**config.mk**
```make
export PLATFORM = sky130hd
export DESIGN_NAME = distinct_mac_address_collector_top
export DESIGN_NICKNAME = d
export VERILOG_FILES = /design/src/hw/rtl/dmac_pkg.sv /design/src/hw/rtl/distinct_mac_address_collector_top.sv
export SDC_FILE = /design/constraint.sdc
export NUM_CORES = 2
export LEC_CHECK = 0
export BUFFER_PORTS_ARGS = -buffer_cell sky130_fd_sc_hd__buf_4
export CORE_MARGIN = 3
export CORE_UTILIZATION = 35
export CTS_CLUSTER_SIZE = 40
export DETAILED_ROUTE_END_ITERATION = 7
export PLACE_DENSITY = 0.49
export SLEW_MARGIN = 30
export SYNTH_ARGS = -nofsm -noshare
export SYNTH_HDL_FRONTEND = slang
export SYNTH_SLANG_ARGS = --single-unit
```
**constraint.sdc**
```tcl
create_clock -name clk -period 6.9 [get_ports clk]
set_input_delay 1.035 -clock clk [delete_from_list [all_inputs] [get_ports clk]]
set_output_delay 1.035 -clock clk [all_outputs]
set_load 0.005 [all_outputs]
```
**src/hw/rtl/dmac_pkg.sv**
```systemverilog
`default_nettype none
// ---------------------------------------------------------------------------
// dmac_pkg
// Shared types and codes for the distinct address collector: request and
// response structs, opcode/status/frame codes, controller states.
// ---------------------------------------------------------------------------
package dmac_pkg;

  // Default table depth and register reset value
  localparam int unsigned CAPACITY_DEF = 64;
  localparam logic [6:0]  MAX_ENTRIES_RST = 7'd64;

  // Request opcodes
  localparam logic [1:0] OP_OBSERVE = 2'd0;
  localparam logic [1:0] OP_CLEAR   = 2'd1;
  localparam logic [1:0] OP_READ    = 2'd2;

  // Frame types (only management frames are collected)
  localparam logic [1:0] FT_MGMT = 2'd0;

  // Response status codes
  localparam logic [2:0] ST_ADDED     = 3'd0;
  localparam logic [2:0] ST_DUPLICATE = 3'd1;
  localparam logic [2:0] ST_FULL      = 3'd2;
  localparam logic [2:0] ST_IGNORED   = 3'd3;
  localparam logic [2:0] ST_CLEARED   = 3'd4;
  localparam logic [2:0] ST_READ_OK   = 3'd5;
  localparam logic [2:0] ST_BAD_INDEX = 3'd6;

  typedef struct packed {
    logic [1:0]  opcode;
    logic [1:0]  frame_type;
    logic [47:0] source_mac;
    logic [5:0]  read_index;
  } req_t;

  typedef struct packed {
    logic [2:0]  status;
    logic [6:0]  entry_count;
    logic [47:0] entry_mac;
  } rsp_t;

  typedef enum logic [1:0] {
    S_IDLE,
    S_SEARCH,
    S_READ,
    S_DONE
  } state_t;

endpackage
`default_nettype wire

```
**src/hw/rtl/distinct_mac_address_collector_top.sv**
```systemverilog
`default_nettype none
// ---------------------------------------------------------------------------
// distinct_mac_address_collector_top
// Collects distinct source addresses of management frames into a table held
// in a synchronous RAM, searched linearly one entry per cycle.
// ---------------------------------------------------------------------------
//  Channel | Ports                      | Direction | Handshake
//  --------+----------------------------+-----------+------------------
//  in      | in_valid in_ready in_req   | input     | valid/ready
//  out     | out_valid out_ready out_rsp| output    | valid/ready
//  cfg     | cfg_we cfg_wdata           | input     | write enable only
//
// An observe request for a management frame with room in the table walks
// all stored entries in S_SEARCH, one RAM read per stored entry, set by the
// single read port, before it moves to S_DONE. A read of a stored entry
// passes through S_READ to S_DONE; any other request goes straight to
// S_DONE. Reset empties the table at once (count to zero) and sets
// max_entries to 64. The next request is taken while a response waits in
// the output register; a stalled output holds the controller in its final
// state.
// ---------------------------------------------------------------------------
module distinct_mac_address_collector_top
  import dmac_pkg::*;
#(
  parameter int unsigned CAPACITY = CAPACITY_DEF
) (
  input  wire logic       clk,
  input  wire logic       rst_n,
  input  wire logic       in_valid,
  output logic            in_ready,
  input  wire req_t       in_req,
  output logic            out_valid,
  input  wire logic       out_ready,
  output rsp_t            out_rsp,
  input  wire logic       cfg_we,
  input  wire logic [6:0] cfg_wdata
);

  localparam int unsigned AW = (CAPACITY > 1) ? $clog2(CAPACITY) : 1;
  localparam int unsigned CW = $clog2(CAPACITY + 1);
  localparam int unsigned LW = (CW > 7) ? CW : 7;
  localparam int unsigned IW = (AW > 6) ? AW : 6;

  // Address table
  logic [47:0] mem [CAPACITY];
  logic [47:0] rd_data_r;
  logic [AW-1:0] rd_addr;
  logic          wr_en;

  state_t         state_r, state_nxt;
  logic [CW-1:0]  cnt_r, cnt_nxt;
  logic [CW-1:0]  ptr_r, ptr_nxt;
  logic           pend_r, pend_nxt;
  logic           hit_r, hit_nxt;
  logic [6:0]     max_r;
  req_t           req_r, req_nxt;
  rsp_t           res_r, res_nxt;
  logic           out_valid_r, out_valid_nxt;
  rsp_t           out_rsp_r, out_rsp_nxt;

  logic [LW-1:0]  lim;
  logic           full;
  logic           in_range;
  logic [IW-1:0]  idx_ext;
  logic           cmp_hit;

  // Effective limit is the smaller of max_entries and the table depth
  always_comb begin
    if (LW'(max_r) > LW'(CAPACITY)) begin
      lim = LW'(CAPACITY);
    end else begin
      lim = LW'(max_r);
    end
  end

  assign full     = (LW'(cnt_r) >= lim);
  assign in_range = (LW'(in_req.read_index) < LW'(cnt_r));
  assign idx_ext  = IW'(in_req.read_index);
  assign cmp_hit  = pend_r && (rd_data_r == req_r.source_mac);

  // RAM: one write port, one registered read port
  always_ff @(posedge clk) begin
    if (wr_en) begin
      mem[cnt_r[AW-1:0]] <= req_r.source_mac;
    end
    rd_data_r <= mem[rd_addr];
  end

  // Control and payload registers
  always_ff @(posedge clk) begin
    if (!rst_n) begin
      state_r     <= S_IDLE;
      cnt_r       <= '0;
      max_r       <= MAX_ENTRIES_RST;
      out_valid_r <= 1'b0;
      ptr_r       <= '0;
      pend_r      <= 1'b0;
      hit_r       <= 1'b0;
    end else begin
      state_r     <= state_nxt;
      cnt_r       <= cnt_nxt;
      out_valid_r <= out_valid_nxt;
      ptr_r       <= ptr_nxt;
      pend_r      <= pend_nxt;
      hit_r       <= hit_nxt;
      if (cfg_we) begin
        max_r <= cfg_wdata;
      end
    end
  end

  always_ff @(posedge clk) begin
    req_r     <= req_nxt;
    res_r     <= res_nxt;
    out_rsp_r <= out_rsp_nxt;
  end

  // Next state and datapath control
  always_comb begin
    state_nxt     = state_r;
    cnt_nxt       = cnt_r;
    ptr_nxt       = ptr_r;
    pend_nxt      = pend_r;
    hit_nxt       = hit_r;
    req_nxt       = req_r;
    res_nxt       = res_r;
    out_rsp_nxt   = out_rsp_r;
    out_valid_nxt = out_valid_r;
    rd_addr       = ptr_r[AW-1:0];
    wr_en         = 1'b0;
    in_ready      = 1'b0;

    // output register drains independently
    if (out_valid_r && out_ready) begin
      out_valid_nxt = 1'b0;
    end

    case (state_r)
      S_IDLE: begin
        in_ready = 1'b1;
        if (in_valid) begin
          req_nxt             = in_req;
          res_nxt.entry_mac   = '0;
          res_nxt.entry_count = '0;
          state_nxt           = S_DONE;
          case (in_req.opcode)
            OP_OBSERVE: begin
              if (in_req.frame_type != FT_MGMT) begin
                res_nxt.status = ST_IGNORED;
              end else if (full) begin
                res_nxt.status = ST_FULL;
              end else begin
                ptr_nxt   = '0;
                pend_nxt  = 1'b0;
                hit_nxt   = 1'b0;
                state_nxt = S_SEARCH;
              end
            end
            OP_CLEAR: begin
              cnt_nxt        = '0;
              res_nxt.status = ST_CLEARED;
            end
            OP_READ: begin
              if (in_range) begin
                rd_addr   = idx_ext[AW-1:0];
                state_nxt = S_READ;
              end else begin
                res_nxt.status = ST_BAD_INDEX;
              end
            end
            default: begin
              res_nxt.status = ST_IGNORED;
            end
          endcase
        end
      end

      // issue one read per cycle, compare the registered read data
      S_SEARCH: begin
        hit_nxt = hit_r | cmp_hit;
        if (ptr_r < cnt_r) begin
          rd_addr  = ptr_r[AW-1:0];
          ptr_nxt  = ptr_r + CW'(1);
          pend_nxt = 1'b1;
        end else begin
          pend_nxt = 1'b0;
          if (!pend_r) begin
            state_nxt = S_DONE;
            if (hit_r) begin
              res_nxt.status = ST_DUPLICATE;
            end else begin
              wr_en          = 1'b1;
              cnt_nxt        = cnt_r + CW'(1);
              res_nxt.status = ST_ADDED;
            end
          end
        end
      end

      S_READ: begin
        res_nxt.status    = ST_READ_OK;
        res_nxt.entry_mac = rd_data_r;
        state_nxt         = S_DONE;
      end

      // hand the response to the output register once it is free
      S_DONE: begin
        if (!out_valid_r || out_ready) begin
          out_rsp_nxt             = res_r;
          out_rsp_nxt.entry_count = 7'(cnt_r);
          out_valid_nxt           = 1'b1;
          state_nxt               = S_IDLE;
        end
      end

      default: begin
        state_nxt = S_IDLE;
      end
    endcase
  end

  assign out_valid = out_valid_r;
  assign out_rsp   = out_rsp_r;

endmodule
`default_nettype wire
```
==> reports/results.tsv <==
stage	metric	value	unit
status	outcome	completed	
worst_setup_path	cp.arrival	6.41	ns
clocking	htreeDepth	5	
worst_setup_path	r2r_end	rd_data_r[1]$_DFF_P_	
routing	viasPerCell	5.95	
timing	fmax	179	MHz
floorplanning	design.core.area	370000	um2
worst_setup_path	required	7.72	ns
clocking	post_cts_buffers	0	
worst_setup_path	cp_max_fo	67	
logic_synthesis	async_flop_share	0	
global_route	grt_pass1_wl	695000	um
logic_synthesis	synth_nets	8515	
routing	drtAntennaViolNets	0	
clocking	clockBufferDepth	4	
finish	num-nets-final	8948	
power	vdd_drop_max	0.222	mV
worst_setup_path	crit_slowest_cell	a2111oi_0	
floorplanning	ioPinCount	130	
logic_synthesis	netlist_instances	8417	
worst_setup_path	reg2reg_from	cnt_r[4]$_SDFFE_PN0P_	
logic_synthesis	syn-cell-area	130000	um2
placement	globalplace.congestion	0.878	
worst_setup_path	crit_path_end_kind	flip-flop	
hold_path	worstHoldPathType	in2reg	
worst_setup_path	start_kind	flip-flop	
timing	min_period_over_period	0.810	
worst_setup_path	reg2regPathDepth	11	
routing	wl	518000	um
timing	setup-violations-final	0	
logic_synthesis	synth.largest_area_cell	edfxtp_1	
global_route	grt_use_total	0.265	
timing	worst_pin_slew	1.09	ns
floorplanning	dieWidth	616	um
logic_synthesis	synth-edff-count	3229	
finish	fill_cells	33499	
run	maxCapViolCount	0	
timing	relSlewSlack	0.272	
power	p_leak	51.0	nW
timing	min_period	5.59	ns
hold_path	hold_depth	1	
power	p_per_area	306	nW/um2
logic_synthesis	yosysWarnings	0	
clocking	clock_sinks	3303	
worst_setup_path	worst-path-buf-inv	2	
routing	num_vias	83996	
logic_synthesis	synth_top_area_frac	0.743	
logic_synthesis	synth.most_common_cell	edfxtp_1	
floorplanning	start_util	0.353	
floorplanning	die_area	380000	um2
floorplanning	fp.dieH	616	um
logic_synthesis	synthDistinctLibCells	79	
logic_synthesis	syn_avg_cell_area	15.5	um2
clocking	insertion_delay	0.95	ns
global_route	grt_max_degree	128	
worst_setup_path	crit_path_frequent_cell	a21o_4	
clocking	cts_hold_buf	0	
timing	skew	0.0374	ns
clocking	clk_transition_reported_paths	0.06	ns
finish	drive_gt1_frac	0.150	
timing	final_hold_viol_count	0	
worst_setup_path	cpPeakStageDelay	0.87	ns
hold_path	whs_endpoint	req_r[24]$_DFFE_PP_	
routing	first_iter_violations	12584	
routing	firstDrtPassIters	6	
clocking	ctsResizeCount	0	
clocking	cts_buffers	360	
placement	io_buffers	129	
worst_setup_path	crit_family	compound AO/OA/AOI/OAI gates	
logic_synthesis	synthTopCellsByArea	edfxtp_1 (74%), mux2i_1 (5.1%), nand2_1 (4.6%)	
worst_setup_path	crit_chain	inv_1 -> ha_1 -> nand2_1 -> nor2_1 -> a21o_4 -> a21o_4 -> buf_12 -> mux4_2 -> a2111oi_0 -> o221ai_1 -> a211o_1	
worst_setup_path	r2r_slack	1.31	ns
logic_synthesis	ys.flop_type	edfxtp_1	
placement	place_hpwl	291000	um
global_route	grt-ovfl-total	0	
timing	drv_slew	0	
logic_synthesis	ys_ff_latch	3303	
hold_path	hp-start	in_req[24]	
logic_synthesis	netlist_top_cells_count	edfxtp_1 (3229), nand2_1 (1602), mux2i_1 (666), nand3_1 (434), a21oi_1 (305)	
clocking	cts_root_buf	clkbuf_16	
clocking	cts_tree	built	
global_route	grt_pass1_vias	78651	
worst_setup_path	worst-setup-path-type	reg2reg	
routing	drc	0	
routing	wire_per_inst	36.7	um
timing	rsz0062_at_grt	no	
timing	fin_tns_setup	0	ns
global_route	antenna_found_initial	38	
logic_synthesis	yosysSeqAreaShare	0.755	
finish	final_util	0.413	
floorplanning	rows	223	
worst_setup_path	setup.worst_path.start	cnt_r[4]$_SDFFE_PN0P_	
finish	area_growth	17.1	%
==> power breakdown <==
part	leakage [nW]	total [mW]	switching, mW	internal [mW]
clock	5.72	19.3	8.18	11.1
sequential	29.7	23.8	0.384	23.4
combinational	15.5	3.74	2.88	0.865
==> registers in the layout, indices dropped and copies added, names as in the netlist <==
signal / cells
pend_r: 1
out_valid: 1
res_r: 51
state_r: 2
out_rsp: 58
rd_data_r: 48
req_r: 48
ptr_r: 7
hit_r: 1
max_r: 7
cnt_r: 7
mem: 3072
==> worst reg2reg max path, cell delays in order (launching register included) <==
cell	delay, ns
dfxtp_1	0.63
inv_1	0.18
ha_1	0.34
nand2_1	0.07
nor2_1	0.41
a21o_4	0.65
a21o_4	0.78
buf_12	0.42
mux4_2	0.54
a2111oi_0	0.87
o221ai_1	0.27
a211o_1	0.32
==> layout make-up <==
| class | count | area (um2) | area share |
|---|---|---|---|
| Clock buffer | 459 | 9740 | 0.0638 |
| Antenna cell | 10 | 25.0 | 0.000164 |
| Timing Repair Buffer | 588 | 6170 | 0.0404 |
| Tap cell | 4950 | 6190 | 0.0405 |
| Clock inverter | 202 | 1940 | 0.0127 |
| Inverter | 64 | 245 | 0.00161 |
| Sequential cell | 3303 | 98400 | 0.644 |
| Multi-Input combinational cell | 4533 | 30000 | 0.196 |
==> placed cells by master (no fill, tap or decap), drive strengths merged, types with 101 or more instances in the layout <==
| cell type | instances |
|---|---|
| a31oi | 101 |
| buf | 588 |
| nand3 | 435 |
| mux2i | 670 |
| o22ai | 153 |
| edfxtp | 3229 |
| a21oi | 307 |
| nor2 | 129 |
| nand2 | 1603 |
| clkbuf | 459 |
| clkinv | 147 |
| mux4 | 134 |
==> layer usage <==
metal | vias up | track usage | part of all wire
li1 | 33530 | - | -
met1 | 44404 | 0.371 | 0.41
met2 | 5080 | 0.407 | 0.45
met3 | 970 | 0.0522 | 0.10
met4 | 12 | 0.104 | 0.046
met5 | - | 0 | 0.00015
==> cell families after synthesis <==
kind of cell,share of synthesized area
flops,0.755
buf+inv,0.0221
simple gates,0.0836
xor+xnor,0.00295
fa+ha+maj,0.00269
compound gates,0.0586
mux,0.0753
==> how the worst max path moves through the flow <==
stage	to	cells past startpoint
2_1_floorplan	res_r[0]$_SDFFCE_PN0P_	5
3_3_place_gp	rd_data_r[5]$_DFF_P_	12
3_5_place_dp	rd_data_r[1]$_DFF_P_	11
4_1_cts	rd_data_r[1]$_DFF_P_	12
5_1_grt	rd_data_r[17]$_DFF_P_	11
6_report	rd_data_r[1]$_DFF_P_	11
==> metrics by stage <==
| stage | worst slack (ns) | cell area, um2 | hold WS (ns) | instances | power [mW] |
|---|---|---|---|---|---|
| 3_3_place_gp | 0.956 | 141000 | 0.401 | 13421 | 27.9 |
| 3_5_place_dp | 1.05 | 141000 | 0.406 | 13438 | 27.9 |
| 6_report | 1.31 | 153000 | 0.256 | 14109 | 46.8 |
| 4_1_cts | 1.37 | 153000 | 0.170 | 14099 | 47.1 |
| 2_1_floorplan | 2.08 | 130000 | 0.400 | 8417 | 25.7 |
| 5_1_grt | 1.19 | 153000 | 0.225 | 14100 | 48.1 |
No activity file was read; power rests on OpenSTA's default activity.
